**src/design/skvt_pkg.sv**
```systemverilog
// Package for the sorted key/value table: sizes, operation and status codes,
// and the command struct broadcast to the cell chain. No dependencies.
package skvt_pkg;

  localparam int unsigned CAPACITY = 64;
  localparam int unsigned IdxW     = $clog2(CAPACITY);
  localparam int unsigned CntW     = $clog2(CAPACITY + 1);
  localparam int unsigned KeyW     = 32;
  localparam int unsigned PldW     = 32;
  localparam int unsigned PosW     = 6;
  localparam int unsigned EcntW    = 7;

  typedef enum logic [1:0] {
    FUNC_INSERT = 2'd0,
    FUNC_DELETE = 2'd1,
    FUNC_SEARCH = 2'd2,
    FUNC_NOP    = 2'd3
  } func_e;

  typedef enum logic [1:0] {
    ST_OK       = 2'd0,
    ST_DUP      = 2'd1,
    ST_NOTFOUND = 2'd2,
    ST_FULL     = 2'd3
  } status_e;

  // Broadcast to every cell.
  typedef struct packed {
    logic                   shift_in;
    logic                   shift_out;
    logic signed [KeyW-1:0] key;
    logic [PldW-1:0]        payload;
  } cell_cmd_t;

endpackage

```
**src/design/skvt_cell.sv**
```systemverilog
// One cell of the sorted chain: holds a key and its payload, compares with
// the broadcast key and shifts toward either neighbor. Depends on skvt_pkg.
module skvt_cell (
  input  logic                             clk_i,
  input  skvt_pkg::cell_cmd_t              cmd_i,
  input  logic                             occupied_i,
  input  logic                             left_lt_i,
  input  logic signed [skvt_pkg::KeyW-1:0] left_key_i,
  input  logic [skvt_pkg::PldW-1:0]        left_payload_i,
  input  logic signed [skvt_pkg::KeyW-1:0] right_key_i,
  input  logic [skvt_pkg::PldW-1:0]        right_payload_i,
  output logic signed [skvt_pkg::KeyW-1:0] key_o,
  output logic [skvt_pkg::PldW-1:0]        payload_o,
  output logic                             lt_o,
  output logic                             hit_o
);
  import skvt_pkg::*;

  logic signed [KeyW-1:0] key_q;
  logic [PldW-1:0]        payload_q;

  assign key_o     = key_q;
  assign payload_o = payload_q;
  assign lt_o      = occupied_i && (key_q < cmd_i.key);
  assign hit_o     = occupied_i && (key_q == cmd_i.key);

  always_ff @(posedge clk_i) begin
    if (cmd_i.shift_in && !lt_o) begin
      if (left_lt_i) begin
        key_q     <= cmd_i.key;
        payload_q <= cmd_i.payload;
      end else begin
        key_q     <= left_key_i;
        payload_q <= left_payload_i;
      end
    end else if (cmd_i.shift_out && !lt_o) begin
      key_q     <= right_key_i;
      payload_q <= right_payload_i;
    end
  end

endmodule

```
**config.mk**
```make
export PLATFORM = sky130hd
export DESIGN_NAME = skvt_cell
export DESIGN_NICKNAME = d
export VERILOG_FILES = /design/src/design/skvt_pkg.sv /design/src/design/skvt_cell.sv
export SDC_FILE = /design/constraint.sdc
export NUM_CORES = 1
export LEC_CHECK = 0
export BUFFER_PORTS_ARGS = -buffer_cell sky130_fd_sc_hd__buf_2
export CAP_MARGIN = 20
export CELL_PAD_IN_SITES_DETAIL_PLACEMENT = 0
export CELL_PAD_IN_SITES_GLOBAL_PLACEMENT = 1
export CORE_AREA = 2 2 124 126
export DETAILED_ROUTE_END_ITERATION = 10
export DIE_AREA = 0 0 126 128
export PLACE_DENSITY_LB_ADDON = 0.1
export SLEW_MARGIN = 20
export SYNTH_ARGS = -nofsm -noshare
export SYNTH_HDL_FRONTEND = slang
export SYNTH_SLANG_ARGS = --single-unit
```
**constraint.sdc**
```tcl
create_clock -name clk_i -period 3.25 [get_ports clk_i]
set_input_delay 0.65 -clock clk_i [delete_from_list [all_inputs] [get_ports clk_i]]
set_output_delay 0.65 -clock clk_i [all_outputs]
set_load 0.1 [all_outputs]
```
==> results.py, run 1 <==
metrics = {
    "clock_network": {
        "postCtsHoldBufs": 0,
        "cts_resized": 0,
        "cts_root_buf": "clkbuf_16",
        "clkTransAtPathRegs_ps": 60,
        "clkLatencyLatePin_ps": 330,
        "numCtsBuffers": 9,
        "htreeDepth": 3,
        "clockBufferDepth": 2,
        "postCtsSetupRepairBufs": 0,
        "clock-sinks": 64,
        "cts_tree": "done",
    },
    "grt": {
        "grt_overflow": 0,
        "grt_pass1_wl_mm": 18.5,
        "grt_antenna_before_repair": 0,
        "grt_pass1_vias": 3683,
        "track_usage_pct": 14.9,
        "grt_max_degree": 49,
    },
    "min_path": {
        "hold_class": "in -> reg",
        "min_to": "key_o[2]",
        "holdPathStages": 2,
        "holdCritStartpoint": "right_key_i[2]",
    },
    "placed_design": {
        "dp.cells": 771,
        "gp_congestion": 0.752,
        "dpl_cell_area_sq_um": 5980,
        "place_hpwl_mm": 9.53,
        "numPortBuffers": 262,
    },
    "die": {
        "initial_core_util_pct": 29.4,
        "dieArea_sq_um": 16100,
        "die_w_um": 126,
        "core-area_sq_um": 14900,
        "row_count": 45,
        "die_y_um": 128,
        "ios": 263,
    },
    "worst_setup_path": {
        "worst_path_largest_cell_delay_ps": 320,
        "ff2ff_path_depth": 8,
        "cp-start-kind": "primary input",
        "crit_fanout": 3,
        "critPathKind": "in -> out",
        "end_kind": "primary output",
        "r2r_end": "payload_o[17]",
        "crit_slowest_cell": "a221oi_2",
        "critPathRequiredTime_ps": 2600,
        "cp.arrival_ps": 2420,
        "cp_cell_sequence": "buf_2 -> inv_1 -> ha_1 -> a21oi_1 -> o21ai_0 -> a221oi_2 -> and4_1 -> nand2_1 -> o21ai_2 -> buf_12",
        "reg2reg_slack_ps": 480,
        "worst_r2r_startpoint": "key_o[31]",
    },
    "yosys": {
        "syn_inst": 327,
        "synthFlopType": "edfxtp_1",
        "yosys_warnings": 0,
        "synth.ff_latch_count": 64,
        "syn_nets": 556,
        "yosysUniqueCellTypes": 28,
        "synth-seq-area-share_pct": 44.0,
        "syn_area_sq_um": 4360,
        "ys_async_sr_fraction_pct": 0,
        "synth_edf_count": 64,
        "syn_area_per_cell_sq_um": 13.3,
    },
    "layout": {
        "nFillCells": 1473,
        "syn2layout_area_growth_pct": 44.6,
        "multi_input_area_sq_um": 2270,
        "n_antenna_cell": 0,
        "layout-drive-gt1-share_pct": 69.6,
        "utilization_pct": 42.4,
        "final_area_sq_um": 6310,
        "mostFrequentLayoutCells": "buf_2, mux2_2, edfxtp_1",
        "final-instance-count-excl-fill": 787,
        "layout.nets": 823,
        "seqCellArea_sq_um": 1920,
        "layout_commonest_cell": "buf_2",
    },
    "sta": {
        "min_period_ps": 3070,
        "final-setup-viol-count": 0,
        "post-route-period-util_pct": 94.5,
        "max-slew-margin-rel_pct": 66.2,
        "whs_ps": 614,
        "rsz0062_at_grt": "false",
        "finalHoldViolations": 0,
        "worst-slew-pin-transition_ps": 510,
        "finClkSkew_ps": 7.77,
        "slew_violations": 0,
        "fmax_mhz": 326,
    },
    "detailed_routing": {
        "via_per_inst": 4.55,
        "vias": 3582,
        "wl_met3_mm": 1.20,
        "drt-met1-wl_mm": 4.85,
        "ant_nets": 0,
        "wirelength_mm": 12.1,
        "highest_layer": "met4",
        "route.detailed.wl_per_inst_um": 15.4,
        "drtPass1Iterations": 4,
        "drtIter0Drc": 90,
        "drc": 0,
        "wl_met2_mm": 5.85,
    },
    "pwr": {
        "peakVddDrop_mv": 0.277,
        "leakagePower_nw": 2.95,
        "power.density_nw_per_um2": 713,
    },
    "flow_run": {
        "drv_cap": 0,
    },
    "status": {
        "status": "finished clean",
    },
}
## cell type report
cell class,instances,share of cell area [%]
inverter,33,1.96
tap,188,3.73
sequential,64,30.5
clock inverter,4,1.09
clock buffer,12,3.75
multi-input combinational,217,35.9
timing repair buffer,269,23.1
## through the flow
stage          worst slack, ps  setup TNS (ps)  total power [mW]
3_3_place_gp              54.1               0              3.51
5_1_grt                   23.2               0              4.71
3_5_place_dp              35.2               0              3.51
6_report                   178               0              4.50
4_1_cts                   89.3               0              4.56
2_1_floorplan             -189            -189              3.05
## critical path: cells and delay by family
kind | cells | cell delay (ps)
fa+ha+maj | 1 | 310
buf+inv | 3 | 320
compound gates | 4 | 710
simple gates | 2 | 410
## metal layers
metal / global-route usage (%) / vias up
met4: 6.27 / 0
li1: - / 1771
met1: 17.1 / 1623
met5: 0 / -
met3: 5.59 / 14
met2: 25.2 / 174
## logic make-up after synthesis
logic type / Yosys count / share of synthesized area [%]
adder cells (fa/ha/maj): 32 / 9.17
flip-flops: 64 / 44.0
AO/OA/AOI/OAI: 29 / 4.39
multiplexers: 128 / 33.9
buffers and inverters: 46 / 4.99
AND/OR/NAND/NOR: 28 / 3.53
## cell usage after synthesis (3+ instances only)
master	instances	area, sq um
a21oi_1	14	70.1
and4_1	3	26.3
buf_6	6	67.6
clkbuf_1	7	26.3
edfxtp_1	64	1920
ha_1	32	400
inv_1	33	124
mux2_2	118	1330
mux2_4	10	150
nand2_1	8	30.0
nand4_1	6	37.5
o21ai_0	6	30.0
## power breakdown
part           switching (mW)  internal, mW  total (mW)
sequential             0.0659          1.16        1.22
clock                   0.349         0.668        1.02
combinational            1.71         0.545        2.26
## state kept, by name, indices dropped and copies added (netlist names)
register   count
key_o         32
payload_o     32
## how the worst max path moves through the flow
stage / start / to / slack [ps]
floorplan: key_o[31] / lt_o / -190
CTS: cmd_i[63] / lt_o / 90
global route: cmd_i[46] / lt_o / 20
global placement: cmd_i[63] / key_o[15] / 50
detailed placement: cmd_i[63] / payload_o[17] / 40
finish: cmd_i[51] / lt_o / 180
No activity file was read; power rests on OpenSTA's default activity.
==> run 2: changes to the inputs <==
CORE_AREA = 5 5 127 129   (was 2 2 124 126)
DIE_AREA = 0 0 132 134   (was 0 0 126 128)
==> results.py, run 2 (synthesis gave the netlist of run 1 again) <==
metrics = {
    "status": {
        "status": "finished clean",
    },
    "die": {
        "ios": 263,
        "row_count": 45,
        "dieArea_sq_um": 17700,
        "die_w_um": 132,
        "die_y_um": 134,
        "initial_core_util_pct": 29.2,
        "core-area_sq_um": 14900,
    },
    "detailed_routing": {
        "drc": 0,
        "via_per_inst": 4.52,
        "drtIter0Drc": 61,
        "drtPass1Iterations": 4,
        "route.detailed.wl_per_inst_um": 16.2,
        "wirelength_mm": 12.8,
        "ant_nets": 0,
        "vias": 3559,
    },
    "clock_network": {
        "clkLatencyLatePin_ps": 330,
        "clkTransAtPathRegs_ps": 50,
        "cts_root_buf": "clkbuf_16",
        "numCtsBuffers": 9,
        "clock-sinks": 64,
        "postCtsHoldBufs": 0,
        "htreeDepth": 3,
        "cts_tree": "done",
        "clockBufferDepth": 2,
        "postCtsSetupRepairBufs": 0,
    },
    "placed_design": {
        "gp_congestion": 0.762,
        "post-place-ws_ps": 38.3,
        "dp.cells": 772,
        "numPortBuffers": 262,
        "place_hpwl_mm": 10.6,
        "dpl_cell_area_sq_um": 5980,
    },
    "grt": {
        "grt.met3_usage_pct": 6.04,
        "grtUsageMet1_pct": 15.7,
        "grt_antenna_before_repair": 0,
        "top_usage_layer": "met2",
        "grt_pass1_wl_mm": 19.8,
        "track_usage_pct": 14.2,
        "grt_overflow": 0,
        "met2_usage_pct": 23.9,
        "grt_pass1_vias": 3949,
        "grt_max_degree": 37,
    },
    "worst_setup_path": {
        "critical-path-top-delay-family": "simple AND/OR/NAND/NOR gates",
        "worst_path_largest_cell_delay_ps": 350,
        "path_buf_inv": 3,
        "end_kind": "primary output",
        "crit_fanout": 6,
        "critPathRequiredTime_ps": 2600,
        "cp.arrival_ps": 2430,
        "cp-start-kind": "primary input",
        "critPathKind": "in -> out",
        "cp_cell_sequence": "buf_2 -> inv_1 -> ha_1 -> nand4_1 -> nor3_1 -> a221oi_2 -> and4_1 -> nand2_1 -> o21ai_2 -> buf_12",
        "crit_slowest_cell": "ha_1",
    },
    "layout": {
        "layout-drive-gt1-share_pct": 69.5,
        "mostFrequentLayoutCells": "buf_2, mux2_2, edfxtp_1",
        "utilization_pct": 42.3,
        "final_area_sq_um": 6310,
        "n_antenna_cell": 0,
        "layout_commonest_cell": "buf_2",
        "syn2layout_area_growth_pct": 44.6,
        "final-instance-count-excl-fill": 788,
        "nFillCells": 1473,
        "layout.nets": 824,
    },
    "sta": {
        "max-slew-margin-rel_pct": 57.3,
        "whs_ps": 619,
        "post-route-period-util_pct": 94.8,
        "finClkSkew_ps": 5.96,
        "rsz0062_at_grt": "false",
        "worst-slew-pin-transition_ps": 641,
        "fmax_mhz": 324,
        "fin_ws_ps": 168,
        "final-setup-viol-count": 0,
        "min_period_ps": 3080,
        "slew_violations": 0,
        "finalHoldViolations": 0,
        "tns_ps": 0,
    },
    "pwr": {
        "power.density_nw_per_um2": 711,
        "p_total_mw": 4.49,
        "peakVddDrop_mv": 0.255,
        "leakagePower_nw": 2.96,
    },
    "flow_run": {
        "drv_cap": 0,
    },
    "min_path": {
        "hold_class": "in -> reg",
    },
}
## run 2: cell type report
type / instances / area [sq um] / area share (%)
Multi-Input combinational cell: 217 / 2260 / 35.8
Inverter: 33 / 124 / 1.96
Timing Repair Buffer: 270 / 1460 / 23.2
Clock inverter: 4 / 68.8 / 1.09
Tap cell: 188 / 235 / 3.73
Sequential cell: 64 / 1920 / 30.4
Clock buffer: 12 / 236 / 3.75
## run 2: worst paths after layout
kind,startpoint,to,slack (ps),cells past startpoint
setup / recovery,cmd_i[63],lt_o,170,10
hold / removal,right_payload_i[7],payload_o[7],620,2
setup reg to reg,key_o[14],key_o[23],450,8
hold reg to reg,key_o[15],key_o[31],1370,5
## run 2: what timing repair did
item / in CTS / in global routing
setup endpoints to repair: 0 / 1
resized for setup: 0 / 3
hold endpoints to repair: 0 / 0
## run 2: report_power, final
group / internal (mW) / switching, mW / total (mW)
clock network: 0.668 / 0.343 / 1.01
logic: 0.542 / 1.71 / 2.25
registers: 1.16 / 0.0693 / 1.23
total: 2.37 / 2.12 / 4.49
## run 2: per-layer routing
metal | share of wire (%) | vias to the layer above | wire length, um
met3 | 11 | 17 | 1410
met5 | 0 | - | 0
met1 | 39 | 1605 | 4970
met4 | 2.1 | 0 | 269
li1 | - | 1772 | -
met2 | 48 | 165 | 6120
==> run 3: changes to the inputs <==
CORE_AREA = 5 5 121 123   (was 5 5 127 129)
DIE_AREA = 0 0 126 128   (was 0 0 132 134)
clock period = 3.4 ns   (was 3.25 ns; I/O delays follow)
==> results.py, run 3 (synthesis gave the netlist of run 1 again) <==
metrics = {
    "layout": {
        "final_area_sq_um": 6220,
        "n_antenna_cell": 0,
        "layout-drive-gt1-share_pct": 69.2,
        "syn2layout_area_growth_pct": 42.5,
        "layout.nets": 822,
        "layout_commonest_cell": "buf_2",
        "final-instance-count-excl-fill": 777,
        "mostFrequentLayoutCells": "buf_2, mux2_2, edfxtp_1",
    },
    "die": {
        "initial_core_util_pct": 32.2,
        "core-area_sq_um": 13600,
        "die_w_um": 126,
        "row_count": 43,
        "die_y_um": 128,
        "dieArea_sq_um": 16100,
        "ios": 263,
    },
    "grt": {
        "grt_max_degree": 65,
        "grt_pass1_vias": 3774,
        "grt_antenna_before_repair": 0,
        "grt_overflow": 0,
        "grt_pass1_wl_mm": 19.3,
        "track_usage_pct": 15.3,
    },
    "clock_network": {
        "cts_root_buf": "clkbuf_16",
        "clkLatencyLatePin_ps": 330,
        "clkTransAtPathRegs_ps": 50,
        "cts_tree": "done",
        "postCtsHoldBufs": 0,
        "clock-sinks": 64,
        "numCtsBuffers": 9,
        "cts_resized": 0,
        "htreeDepth": 3,
        "clockBufferDepth": 2,
        "postCtsSetupRepairBufs": 0,
    },
    "sta": {
        "worst-slew-pin-transition_ps": 517,
        "whs_ps": 648,
        "post-route-period-util_pct": 93.3,
        "max-slew-margin-rel_pct": 65.8,
        "fmax_mhz": 315,
        "fin_ws_ps": 229,
        "tns_ps": 0,
        "final-setup-viol-count": 0,
        "finalHoldViolations": 0,
        "min_period_ps": 3170,
        "rsz0062_at_grt": "false",
        "slew_violations": 0,
        "finClkSkew_ps": 6.49,
    },
    "detailed_routing": {
        "route.detailed.wl_per_inst_um": 16.2,
        "drtPass1Iterations": 4,
        "vias": 3564,
        "ant_nets": 0,
        "via_per_inst": 4.59,
        "wirelength_mm": 12.6,
        "drtIter0Drc": 66,
        "drc": 0,
    },
    "placed_design": {
        "place_hpwl_mm": 10.2,
        "post-place-ws_ps": 130,
        "dp.cells": 762,
        "dpl_cell_area_sq_um": 5960,
        "gp_congestion": 0.768,
        "numPortBuffers": 262,
    },
    "worst_setup_path": {
        "path_buf_inv": 3,
        "crit_slowest_cell": "o41ai_2",
        "cp-start-kind": "primary input",
        "critPathKind": "in -> out",
        "cp_cell_sequence": "buf_2 -> inv_1 -> ha_1 -> a21oi_1 -> o21ai_0 -> a22o_1 -> o41ai_2 -> nand2_1 -> o21ai_2 -> buf_12",
        "critPathRequiredTime_ps": 2720,
        "critical-path-top-delay-family": "compound AO/OA/AOI/OAI gates",
        "worst_path_largest_cell_delay_ps": 370,
        "end_kind": "primary output",
        "cp.arrival_ps": 2490,
        "crit_fanout": 2,
    },
    "min_path": {
        "hold_class": "in -> reg",
    },
    "pwr": {
        "power_switching_mw": 2.02,
        "combPwrFrac_pct": 52.1,
        "p_int_mw": 2.10,
        "leakagePower_nw": 2.92,
        "peakVddDrop_mv": 0.258,
        "seqPwrFrac_pct": 28.4,
        "pwr-share-clk_pct": 19.5,
        "power.density_nw_per_um2": 663,
        "swShare_pct": 49.0,
    },
    "flow_run": {
        "drv_cap": 0,
    },
    "status": {
        "status": "finished clean",
    },
}
==> run 3: layout make-up <==
cell class / count / area, sq um
fill: 1366 / 7340
inverter: 33 / 124
sequential: 64 / 1920
clock inverter: 5 / 25.0
multi-input combinational: 217 / 2240
tap: 180 / 225
clock buffer: 10 / 229
timing repair buffer: 268 / 1450
==> run 3: per-layer routing <==
layer | GRT usage [%] | wire [um]
met1 | 16.8 | 4780
met2 | 25.7 | 6060
met3 | 6.88 | 1440
met4 | 6.31 | 302
met5 | 0 | 0
==> run 3: power by group through the flow <==
stage | Clock (mW) | Combinational, mW | Sequential [mW]
3_5_place_dp | 0 | 2.17 | 1.19
5_1_grt | 0.883 | 2.26 | 1.19
6_report | 0.804 | 2.15 | 1.17
3_3_place_gp | 0 | 2.17 | 1.18
4_1_cts | 0.838 | 2.17 | 1.17
2_1_floorplan | 0 | 0.532 | 2.38
==> run 3: worst paths after layout <==
| check | endpoint | cells after the start | startpoint | slack [ps] |
|---|---|---|---|---|
| max | lt_o | 10 | cmd_i[39] | 230 |
| min | payload_o[5] | 2 | right_payload_i[5] | 650 |
| min reg2reg | key_o[14] | 4 | key_o[31] | 1340 |
| max reg2reg | key_o[31] | 8 | key_o[31] | 600 |
==> run 3: worst register-to-register path: stages (launching register included) <==
cell	delay, ps
edfxtp_1	400
ha_1	370
nand4_1	180
nor4_1	420
buf_4	190
o41ai_2	90
a21oi_4	220
buf_12	290
mux2_2	390
==> run 3: metrics by stage <==
step           power [mW]  util, %
2_1_floorplan        2.92        -
3_3_place_gp         3.35     43.9
3_5_place_dp         3.36     43.9
4_1_cts              4.19     45.8
5_1_grt              4.33     45.9
6_report             4.12     45.9
